`src/rtl/mioc_pkg.sv`:
```
package mioc_pkg;

  // Field widths of the payload.
  localparam int TIME_BITS = 12;
  localparam int PEAK_BITS = 8;

  // One input interval.
  typedef struct packed {
    logic [TIME_BITS-1:0] arrival_time;
    logic [TIME_BITS-1:0] departure_time;
    logic                 is_last;
  } item_t;

  // One result of a set.
  typedef struct packed {
    logic [PEAK_BITS-1:0] peak_overlap;
    logic                 overflow;
  } result_t;

  // Controller states.
  typedef enum logic [2:0] {
    S_LOAD,
    S_FETCH,
    S_LATCH,
    S_SCAN,
    S_DRAIN,
    S_DONE
  } state_t;

  // Commands from the controller to the datapath.
  typedef struct packed {
    logic load;     // an item transfer happens this cycle
    logic init;     // start the pairwise pass
    logic fetch;    // read the arrival of the outer interval
    logic latch;    // capture the outer arrival, restart the inner scan
    logic scan;     // read one inner interval
    logic drain;    // close one outer interval
    logic finish;   // move the result into the output register
  } ctrl_cmd_t;

  // Status from the datapath to the controller.
  typedef struct packed {
    logic item_last;  // the offered item closes the set
    logic j_last;     // the inner scan reads its final entry
    logic i_last;     // the outer interval is the final one
    logic out_free;   // the output register can take a result
  } ctrl_status_t;

endpackage

```
`src/rtl/mioc_ram.sv`:
```
module mioc_ram #(
  parameter int WIDTH = 12,
  parameter int DEPTH = 128
) (
  input  logic                     clk,
  input  logic                     we,
  input  logic [$clog2(DEPTH)-1:0] waddr,
  input  logic [WIDTH-1:0]         wdata,
  input  logic [$clog2(DEPTH)-1:0] raddr,
  output logic [WIDTH-1:0]         rdata
);

  logic [WIDTH-1:0] mem [DEPTH];

  // One write port and one registered read port.
  always_ff @(posedge clk) begin
    if (we) begin
      mem[waddr] <= wdata;
    end
    rdata <= mem[raddr];
  end

endmodule

```
`src/rtl/mioc_ctrl.sv`:
```
module mioc_ctrl
  import mioc_pkg::*;
(
  input  logic         clk,
  input  logic         rst,
  input  logic         item_valid,
  output logic         item_stall,
  input  ctrl_status_t status,
  output ctrl_cmd_t    cmd
);

  state_t state;
  state_t state_next;

  // State register.
  always_ff @(posedge clk) begin
    if (rst) begin
      state <= S_LOAD;
    end else begin
      state <= state_next;
    end
  end

  // Next state and commands.
  always_comb begin
    state_next = state;
    cmd        = '0;
    item_stall = 1'b1;
    unique case (state)
      S_LOAD: begin
        item_stall = 1'b0;
        if (item_valid) begin
          cmd.load = 1'b1;
          if (status.item_last) begin
            cmd.init   = 1'b1;
            state_next = S_FETCH;
          end
        end
      end
      S_FETCH: begin
        cmd.fetch  = 1'b1;
        state_next = S_LATCH;
      end
      S_LATCH: begin
        cmd.latch  = 1'b1;
        state_next = S_SCAN;
      end
      S_SCAN: begin
        cmd.scan = 1'b1;
        if (status.j_last) begin
          state_next = S_DRAIN;
        end
      end
      S_DRAIN: begin
        cmd.drain = 1'b1;
        if (status.i_last) begin
          state_next = S_DONE;
        end else begin
          state_next = S_FETCH;
        end
      end
      S_DONE: begin
        if (status.out_free) begin
          cmd.finish = 1'b1;
          state_next = S_LOAD;
        end
      end
      default: begin
        state_next = S_LOAD;
      end
    endcase
  end

endmodule

```
`src/rtl/mioc_datapath.sv`:
```
module mioc_datapath
  import mioc_pkg::*;
#(
  parameter int MAX_INTERVALS = 128
) (
  input  logic         clk,
  input  logic         rst,
  input  item_t        item,
  input  ctrl_cmd_t    cmd,
  output ctrl_status_t status,
  output logic         result_valid,
  input  logic         result_stall,
  output result_t      result
);

  localparam int IW = $clog2(MAX_INTERVALS);
  localparam int CW = $clog2(MAX_INTERVALS + 1);
  localparam logic [CW-1:0] MAX_COUNT = CW'(MAX_INTERVALS);
  localparam logic [CW-1:0] ONE = CW'(1);

  logic [CW-1:0]        count;
  logic                 ovf;
  logic [CW-1:0]        i;
  logic [CW-1:0]        j;
  logic [CW-1:0]        j_d;
  logic                 cmp_valid;
  logic [TIME_BITS-1:0] start;
  logic [CW-1:0]        present;
  logic [CW-1:0]        best;

  logic                 we;
  logic [IW-1:0]        raddr;
  logic [TIME_BITS-1:0] arr_rd;
  logic [TIME_BITS-1:0] dep_rd;
  logic                 hit;
  logic [CW-1:0]        present_sum;
  logic [31:0]          best_w;

  // Interval stores, written in order during the load phase.
  assign we    = cmd.load && (count != MAX_COUNT);
  assign raddr = cmd.fetch ? i[IW-1:0] : j[IW-1:0];

  mioc_ram #(
    .WIDTH (TIME_BITS),
    .DEPTH (MAX_INTERVALS)
  ) u_arr_ram (
    .clk   (clk),
    .we    (we),
    .waddr (count[IW-1:0]),
    .wdata (item.arrival_time),
    .raddr (raddr),
    .rdata (arr_rd)
  );

  mioc_ram #(
    .WIDTH (TIME_BITS),
    .DEPTH (MAX_INTERVALS)
  ) u_dep_ram (
    .clk   (clk),
    .we    (we),
    .waddr (count[IW-1:0]),
    .wdata (item.departure_time),
    .raddr (raddr),
    .rdata (dep_rd)
  );

  // An inner interval counts when it started no later and is still present.
  assign hit = cmp_valid && (j_d != i) && (arr_rd <= start) && (dep_rd > start);
  assign present_sum = present + CW'(hit);

  // Fill count and overflow flag of the current set.
  always_ff @(posedge clk) begin
    if (rst) begin
      count <= '0;
      ovf   <= 1'b0;
    end else if (cmd.finish) begin
      count <= '0;
      ovf   <= 1'b0;
    end else if (cmd.load) begin
      if (count != MAX_COUNT) begin
        count <= count + ONE;
      end else begin
        ovf <= 1'b1;
      end
    end
  end

  // Compare pipeline valid, registered from the scan command alongside the inner read data.
  always_ff @(posedge clk) begin
    if (rst) begin
      cmp_valid <= 1'b0;
    end else begin
      cmp_valid <= cmd.scan;
    end
  end

  // Loop counters and accumulators of the pairwise pass.
  always_ff @(posedge clk) begin
    if (cmd.init) begin
      i    <= '0;
      best <= ONE;
    end
    if (cmd.latch) begin
      start   <= arr_rd;
      present <= ONE;
      j       <= '0;
    end else begin
      if (cmd.scan) begin
        j <= j + ONE;
      end
      present <= present_sum;
    end
    j_d <= j;
    if (cmd.drain) begin
      i <= i + ONE;
      if (present_sum > best) begin
        best <= present_sum;
      end
    end
  end

  // Output register, loaded once per set.
  assign best_w = 32'(best);

  always_ff @(posedge clk) begin
    if (rst) begin
      result_valid <= 1'b0;
    end else if (cmd.finish) begin
      result_valid <= 1'b1;
    end else if (!result_stall) begin
      result_valid <= 1'b0;
    end
  end

  always_ff @(posedge clk) begin
    if (cmd.finish) begin
      result.peak_overlap <= (best_w > 32'd255) ? 8'd255 : best_w[PEAK_BITS-1:0];
      result.overflow     <= ovf;
    end
  end

  // Status toward the controller.
  assign status.item_last = item.is_last;
  assign status.j_last    = (j == count - ONE);
  assign status.i_last    = (i == count - ONE);
  assign status.out_free  = !result_valid || !result_stall;

`ifndef SYNTHESIS
  // The fill count never passes the store depth.
  a_count_range: assert property (@(posedge clk) disable iff (rst)
    count <= MAX_COUNT)
    else $error("fill count beyond store depth");

  // Overflow can only be flagged once the store is full.
  a_ovf_full: assert property (@(posedge clk) disable iff (rst)
    ovf |-> (count == MAX_COUNT))
    else $error("overflow flagged with room left");

  // The running overlap never exceeds the number of stored intervals.
  a_present_bound: assert property (@(posedge clk) disable iff (rst)
    (cmd.scan || cmd.drain) |-> (present <= count))
    else $error("overlap count beyond stored intervals");

  // A finished pass always shows a result in the next cycle.
  a_finish_valid: assert property (@(posedge clk) disable iff (rst)
    cmd.finish |=> result_valid)
    else $error("result lost after pass");
`endif

endmodule

```
`src/rtl/max_interval_overlap_counter.sv`:
```
// Peak overlap of a set of intervals (minimum number of platforms or chairs).
//
// Input channel (item, item_valid, item_stall): one interval per transfer.
// Items are taken one per cycle while the block is loading. The item with
// is_last set closes the set and starts the pairwise pass; item_stall stays
// high until that pass has placed its result in the output register.
// Intervals beyond MAX_INTERVALS are dropped and flag overflow.
// Output channel (result, result_valid, result_stall): one transfer per set.
// With n stored intervals, the pass after the transfer of the closing item
// takes, for each outer interval in turn, a fetch, a latch, n inner compares
// and a close, one after another since the interval stores each have a
// single read port; a last step then moves the result into the output
// register.
// The output register holds the result while result_stall is high; loading
// of the next set goes on meanwhile, and a next pass waits at its end until
// the register is free.
// Reset empties the set, clears the overflow flag and drops a pending result;
// store contents are not cleared and need no clearing pass.
module max_interval_overlap_counter
  import mioc_pkg::*;
#(
  parameter int MAX_INTERVALS = 128
) (
  input  logic    clk,
  input  logic    rst,
  input  logic    item_valid,
  output logic    item_stall,
  input  item_t   item,
  output logic    result_valid,
  input  logic    result_stall,
  output result_t result
);

  ctrl_cmd_t    cmd;
  ctrl_status_t status;

  // Sequencer of the load phase and the pairwise pass.
  mioc_ctrl u_ctrl (
    .clk        (clk),
    .rst        (rst),
    .item_valid (item_valid),
    .item_stall (item_stall),
    .status     (status),
    .cmd        (cmd)
  );

  // Stores, counters, comparator and output register.
  mioc_datapath #(
    .MAX_INTERVALS (MAX_INTERVALS)
  ) u_datapath (
    .clk          (clk),
    .rst          (rst),
    .item         (item),
    .cmd          (cmd),
    .status       (status),
    .result_valid (result_valid),
    .result_stall (result_stall),
    .result       (result)
  );

endmodule

```
`config.mk`:
```
export PLATFORM = sky130hd
export DESIGN_NAME = max_interval_overlap_counter
export DESIGN_NICKNAME = d
export VERILOG_FILES = /design/src/rtl/mioc_pkg.sv /design/src/rtl/mioc_ram.sv /design/src/rtl/mioc_ctrl.sv /design/src/rtl/mioc_datapath.sv /design/src/rtl/max_interval_overlap_counter.sv
export SDC_FILE = /design/constraint.sdc
export NUM_CORES = 2
export LEC_CHECK = 0
export BUFFER_PORTS_ARGS = -buffer_cell sky130_fd_sc_hd__clkbuf_2
export CORE_MARGIN = 2
export CORE_UTILIZATION = 55
export DETAILED_ROUTE_END_ITERATION = 8
export PLACE_DENSITY = 0.68
export SYNTH_ARGS = -nofsm -noshare
export SYNTH_HDL_FRONTEND = slang
export SYNTH_SLANG_ARGS = --single-unit
```
`constraint.sdc`:
```
create_clock -name clk -period 7.8 [get_ports clk]
set_input_delay 1.56 -clock clk [delete_from_list [all_inputs] [get_ports clk]]
set_output_delay 1.56 -clock clk [all_outputs]
set_load 0.1 [all_outputs]
```
; Yosys cells after proc, flatten, opt, wreduce, memory -nomap -nowiden
; Memory sizes are Yosys's and may differ from the RTL's. A register that Yosys moved wholly into a read port is not among the register bits.
; Cells that the tools add are included.
; W data, S select, Z words.
[op_classes]
bitwise_logic = 1
n_eq_ne = 14
addsub = 5
n_mux = 26
n_lt_le_gt_ge = 4
n_reduce_logical = 13
[ops]
columns = op, count
row1 = $mux W8, 5
row2 = $add A8 B1 Y8 const B, 3
row3 = $pmux W3 S6, 1
row4 = $eq A8 B8 Y1, 2
row5 = $mux W3, 5
row6 = $gt A12 B12 Y1, 1
row7 = $le A12 B12 Y1, 1
row8 = $mux W1, 12
row9 = $add A8 B1 Y8, 1
row10 = $gt A8 B8 Y1, 1
row11 = $gt A8 B8 Y1 const B, 1
row12 = $ne A2 B2 Y1 const B, 4
row13 = $ne A8 B8 Y1, 1
row14 = $ne A8 B8 Y1 const B, 1
row15 = $sub A8 B1 Y8 const B, 1
row16 = $mux W7, 1
row17 = $eq A3 B2 Y1 const B, 2
row18 = $eq A3 B3 Y1 const B, 2
row19 = $logic_and A1 B1 Y1, 4
row20 = $mux W2, 2
row21 = $reduce_and A2 Y1, 2
row22 = $reduce_and A4 Y1, 1
row23 = $eq A3 B1 Y1 const B, 1
row24 = $logic_not A3 Y1, 1
row25 = 6 further kinds, 7
[totals]
mem_bits_rw = 3072
ff_bits = 75
elab_cells = 78
in_bits = 29
n_memories = 2
out_inout_bits = 11
[memory_table]
columns = memory, words, width, rd, rd_clocked_by_memory_dff, write_ports, line
row1 = u_datapath.u_arr_ram.mem, 128, 12, 1, 1, 1, mioc_ram.sv:13  ; logic [WIDTH-1:0] mem [DEPTH];
row2 = u_datapath.u_dep_ram.mem, 128, 12, 1, 1, 1, mioc_ram.sv:13

; Longest topological paths before layout
[depth]
depth_word = 8
mapped_depth = 22
ltp_nobuf = 21

; Hierarchy
; From an unflattened synthesis, not the netlist that was laid out.
[unflattened]
hier_cells = 5155
area_unflattened_um2 = 122522.5
[modules_own_cells]
columns = mod, cells_each, area_each_um2, seq_area_each_um2, n_inst
row1 = mioc_ram, 2362, 59128.0, 46364.5, 2
row2 = mioc_datapath, 401, 4010.1, 1731.7, 1
row3 = mioc_ctrl, 30, 256.5, 60.1, 1

; Least setup slack after synthesis
; Ideal clock, no wire load.
[synth_path]
path_type = in2reg
startpoint = input item_valid
endpoint = memory u_datapath.u_arr_ram.mem[39][0] (enable)
required_time_ns = 7.334
arrival_time_ns = 4.648
setup_slack_ns = 2.686
setup_ns = 0.466
stages = 4
path_buffers = 0
cell_sequence = inv_1 > a311oi_1 > nand4_1 > nor4_1
[synth_via]
elab_chain_len = 5
[synth_lines]
columns = element, line
row1 = start: declaration, max_interval_overlap_counter.sv:26  ; input logic item_valid,
row2 = $mux W2, mioc_ctrl.sv:32  ; if (item_valid) begin
row3 = $mux W2, mioc_ctrl.sv:29  ; unique case (state)
row4 = $logic_and A1 B1 Y1, mioc_datapath.sv:40  ; assign we = cmd.load && (count != MAX_COUNT);
row5 = $mux W1, mioc_ram.sv:17  ; if (we) begin
row6 = $mux W1 (not written as such), mioc_ram.sv:18  ; mem[waddr] <= wdata;
row7 = end: declaration, mioc_ram.sv:13
; Every way passes these cells.

; Final worst setup path
[layout_path]
startpoint = register u_ctrl.state[0]
endpoint = register u_datapath.u_arr_ram.rdata[9] (read register of u_datapath.u_arr_ram.mem)
[layout_via]
elab_chain_len = 3
[layout_lines]
columns = element, line
row1 = start: declaration, mioc_ctrl.sv:12  ; state_t state;
row2 = start signal: assignment, mioc_ctrl.sv:20  ; state <= state_next;
row3 = $eq A3 B1 Y1, mioc_ctrl.sv:29
row4 = $mux W1, mioc_ctrl.sv:29
row5 = $mux W7, mioc_datapath.sv:41  ; assign raddr = cmd.fetch ? i[IW-1:0] : j[IW-1:0];
row6 = end: declaration, mioc_ram.sv:10  ; output logic [WIDTH-1:0] rdata
; Every way passes these cells.
; A chain may end at the register's enable or synchronous reset.

==> results.cfg <==
[floorplanning]
fp.coreArea_um2 = 230000
initial_utilization_pct = 55.3
die_area_um2 = 235000
die_y_um = 485
fp-row-count = 176
fp.dieW_um = 485
ios = 40

[sta]
clock.fmax_mhz = 169
relSlewSlack_pct = -6.20
fin_skew_ns = 0.0614
rsz0062_at_grt = false
final.period_utilization_pct = 75.6
finalSetupTns_ns = 0
setup_viol = 0
max_slew.worst_pin.slew_ns = 1.59
period_minus_slack_ns = 5.90
final_hold_viol_count = 0
drv_slew = 2

[hold_path]
hold_path_depth = 0
hold_path_class = reg2reg

[worst_setup_path]
cp_top_family = simple AND/OR/NAND/NOR gates
rrSetupSlack_ns = 1.90
cp-end-kind = flip-flop
slowest_delay_ns = 1.09
path_max_fanout = 14
crit_top_cell = buf_4
critical_path_class = reg2reg
reg2reg_depth = 10
path_depth = 10
cp_num_buf_inv = 3
cp-start-kind = flip-flop
crit_chain = nor3b_2 > buf_4 > mux2_2 > nand2_1 > buf_4 > a311oi_1 > nor4_1 > o32ai_1 > buf_4 > or4_1
crit_arrival_ns = 6.73
crit_required_ns = 8.63
slowest_stage = nor4_1

[clock_network]
numClockSinks = 3171
clk_latency_ns = 0.99
h-tree-depth = 5
cts_tree = yes
post_cts_buffers = 0
cts_resized = 0
cts_root_buf = clkbuf_16
clk_pin_slew_ns = 0.06
cts_made_buffers = 332
ctsHoldBuffers = 0
cts.path.max_buffers = 4

[run]
maxCapViolCount = 3

[synth]
syn_nets = 8294
ys_async_sr_fraction_pct = 0
synth.distinct_cells = 77
synth_edf_count = 3101
syn_inst = 8227
netlist_area_um2 = 127000
synth_top_area_cell = edfxtp_1
synth.area.top_cells = edfxtp_1, mux2i_1, nand2_1, o211a_1, a211oi_1
synth.avg_cell_area_um2 = 15.5
synth_seq_cells = 3171
synthFlopType = edfxtp_1
synth-seq-area-share_pct = 74.3
synth_top_area_share_pct = 73.2
yosysWarnings = 0

[finish]
drive_gt1_share_pct = 11.9
fillers = 16500
design_area_um2 = 142000
syn_to_final_growth_pct = 11.4
final_nets = 8356

[routing]
routedWlPerCell_um = 32.9
dr_total_vias = 78400
drtPass1Iterations = 8
routed_wl_um = 381000
drc = 0
antenna_left = 0
viasPerCell = 6.77
drt-initial-drc-count = 12200

[global_route]
grt_usage_pct = 31.9
antenna_found_initial = 30
overflow = 0
grt_max_degree = 141
grt_pass1_wl_um = 541000
grt_pass1_vias = 74600

[power]
ir_drop_mv = 0.270
powerDensity_nw_per_um2 = 305
p_leak_nw = 47.0

[run_status]
status = complete, but fails checks
violations = max-capacitance violations, max-slew violations

[placement]
gp_congestion = 0.924
dpl.hpwl_um = 216000
place_area_um2 = 132000
io_buffers = 39
-- power by group --
group	internal, mW	leakage, nW	total [mW]	switching (mW)
Clock	8.50	4.85	14.8	6.30
Combinational	2.86	13.8	9.47	6.61
Sequential	18.9	28.4	19.0	0.152
Total	30.2	47.0	43.3	13.1
-- cells in the mapped netlist (8+ instances only) --
cell type / n
edfxtp_1: 3101
nand2_1: 1361
mux2i_1: 607
nand3_1: 446
a211oi_1: 324
clkbuf_1: 322
o211a_1: 305
nor2_1: 200
a311oi_1: 180
buf_2: 146
a32oi_1: 100
a31oi_1: 93
a2111oi_0: 90
buf_1: 86
dfxtp_1: 70
mux4_2: 70
o21ai_0: 54
inv_1: 52
a21oi_1: 46
nor4_1: 40
buf_4: 38
ha_1: 38
a221oi_1: 37
nand4_1: 36
o211ai_1: 32
xor2_1: 28
or4_1: 26
xnor2_1: 24
o22ai_1: 22
buf_6: 21
o31ai_1: 19
and2_1: 17
a211o_1: 16
o32ai_1: 16
nor3_1: 15
o41a_1: 15
a32o_1: 14
nand2b_1: 13
a21o_1: 12
mux2_2: 8
-- logic make-up after synthesis --
kind of cell               Yosys count  synth area share [%]
DFF                               3171                  74.3
and+or+nand+nor                   2199                  7.35
AOI/OAI and AO/OA                 1414                  9.17
muxes                              687                  6.10
buffers and inverters              666                  2.35
xor gates and xnor gates            52                 0.358
adders and majority gates           38                 0.374
-- worst reg2reg max path, stage by stage, from the launching register on --
cell	delay [ns]
dfxtp_1	0.73
nor3b_2	0.37
buf_4	0.33
mux2_2	0.64
nand2_1	0.75
buf_4	0.34
a311oi_1	0.06
nor4_1	1.09
o32ai_1	0.64
buf_4	0.34
or4_1	0.48
-- final cells by class --
type                       instances  area, um^2  share of cell area [%]
sequential                      3171       94500                    66.7
clock buffer                     443        8900                    6.28
antenna                           21        52.6                  0.0371
clock inverter                   129        1040                   0.731
multi-input combinational       4390       30500                    21.5
tap                             3026        3790                    2.67
timing repair buffer             342        2840                    2.00
inverter                          52         204                   0.144
-- registers in the layout (all words and copies together) (netlist names) --
| name | flops |
|---|---|
| u_datapath.u_arr_ram.mem | 1536 |
| u_datapath.u_dep_ram.mem | 1536 |
| u_datapath.start | 12 |
| u_datapath.u_arr_ram.rdata | 12 |
| u_datapath.u_dep_ram.rdata | 12 |
| u_datapath.result | 9 |
| u_datapath.best | 8 |
| u_datapath.count | 8 |
| u_datapath.i | 8 |
| u_datapath.j | 8 |
| u_datapath.j_d | 8 |
| u_datapath.present | 8 |
| u_ctrl.state | 3 |
| u_datapath.cmp_valid | 1 |
| u_datapath.ovf | 1 |
| u_datapath.result_valid | 1 |
-- cells in the final DEF, fill, tap and decap left out, types with 16 or more instances in the layout --
master     netlist  final
buf_12           0     25
nand2_1       1361   1360
nand3_1        446    443
clkbuf_1       322     98
diode_2          0     21
a31oi_1         93     92
inv_1           52     50
nor2_2           0    122
a311oi_1       180    177
dfxtp_1         70     70
edfxtp_1      3101   3101
o22ai_1         22     22
and2_1          17     17
o211ai_1        32     32
or4_1           26     26
ha_1            38     38
mux4_2          70     70
nand4_1         36     36
nor2_1         200     67
bufinv_16        0     16
xor2_1          28     28
nor4_1          40     33
a211oi_1       324    324
a32oi_1        100    100
a221oi_1        37     37
mux2i_1        607    600
buf_4           38    302
o21ai_0         54     52
a2111oi_0       90     85
o211a_1        305    305
clkbuf_16        0    336
xnor2_1         24     24
clkinv_1         0     65
o31ai_1         19     18
clkinv_2         0     39
a211o_1         16     16
a21oi_1         46     45
-- per-stage QoR --
| stage | utilization, % | hold slack, ns | std cells | power, mW | worst slack, ns |
|---|---|---|---|---|---|
| detailed placement | 57.3 | 0.428 | 11000 | 28.6 | 2.18 |
| CTS | 61.7 | 0.444 | 11600 | 43.2 | 2.13 |
| floorplan | - | 0.329 | 8227 | 25.1 | 2.69 |
| global placement | 57.3 | 0.420 | 11000 | 28.5 | 2.26 |
| global route | 61.7 | 0.447 | 11600 | 44.5 | 2.04 |
| finish | 61.7 | 0.441 | 11600 | 43.3 | 1.90 |
-- per-layer routing --
metal,vias to the layer above,GRT usage (%),share of wire (%)
li1,32500,-,-
met1,39700,44.5,38
met2,5359,47.4,45
met3,881,7.65,12
met4,18,15.7,5.4
met5,-,0,0.085
-- worst paths after layout --
path                                                 endpoint            start
worst min-delay path                     u_datapath.result[0]   u_datapath.ovf
worst min register to register           u_datapath.result[0]   u_datapath.ovf
worst max-delay path            u_datapath.u_arr_ram.rdata[9]  u_ctrl.state[0]
worst max register to register  u_datapath.u_arr_ram.rdata[9]  u_ctrl.state[0]
Note: power is estimated with default switching activity, not from simulation.
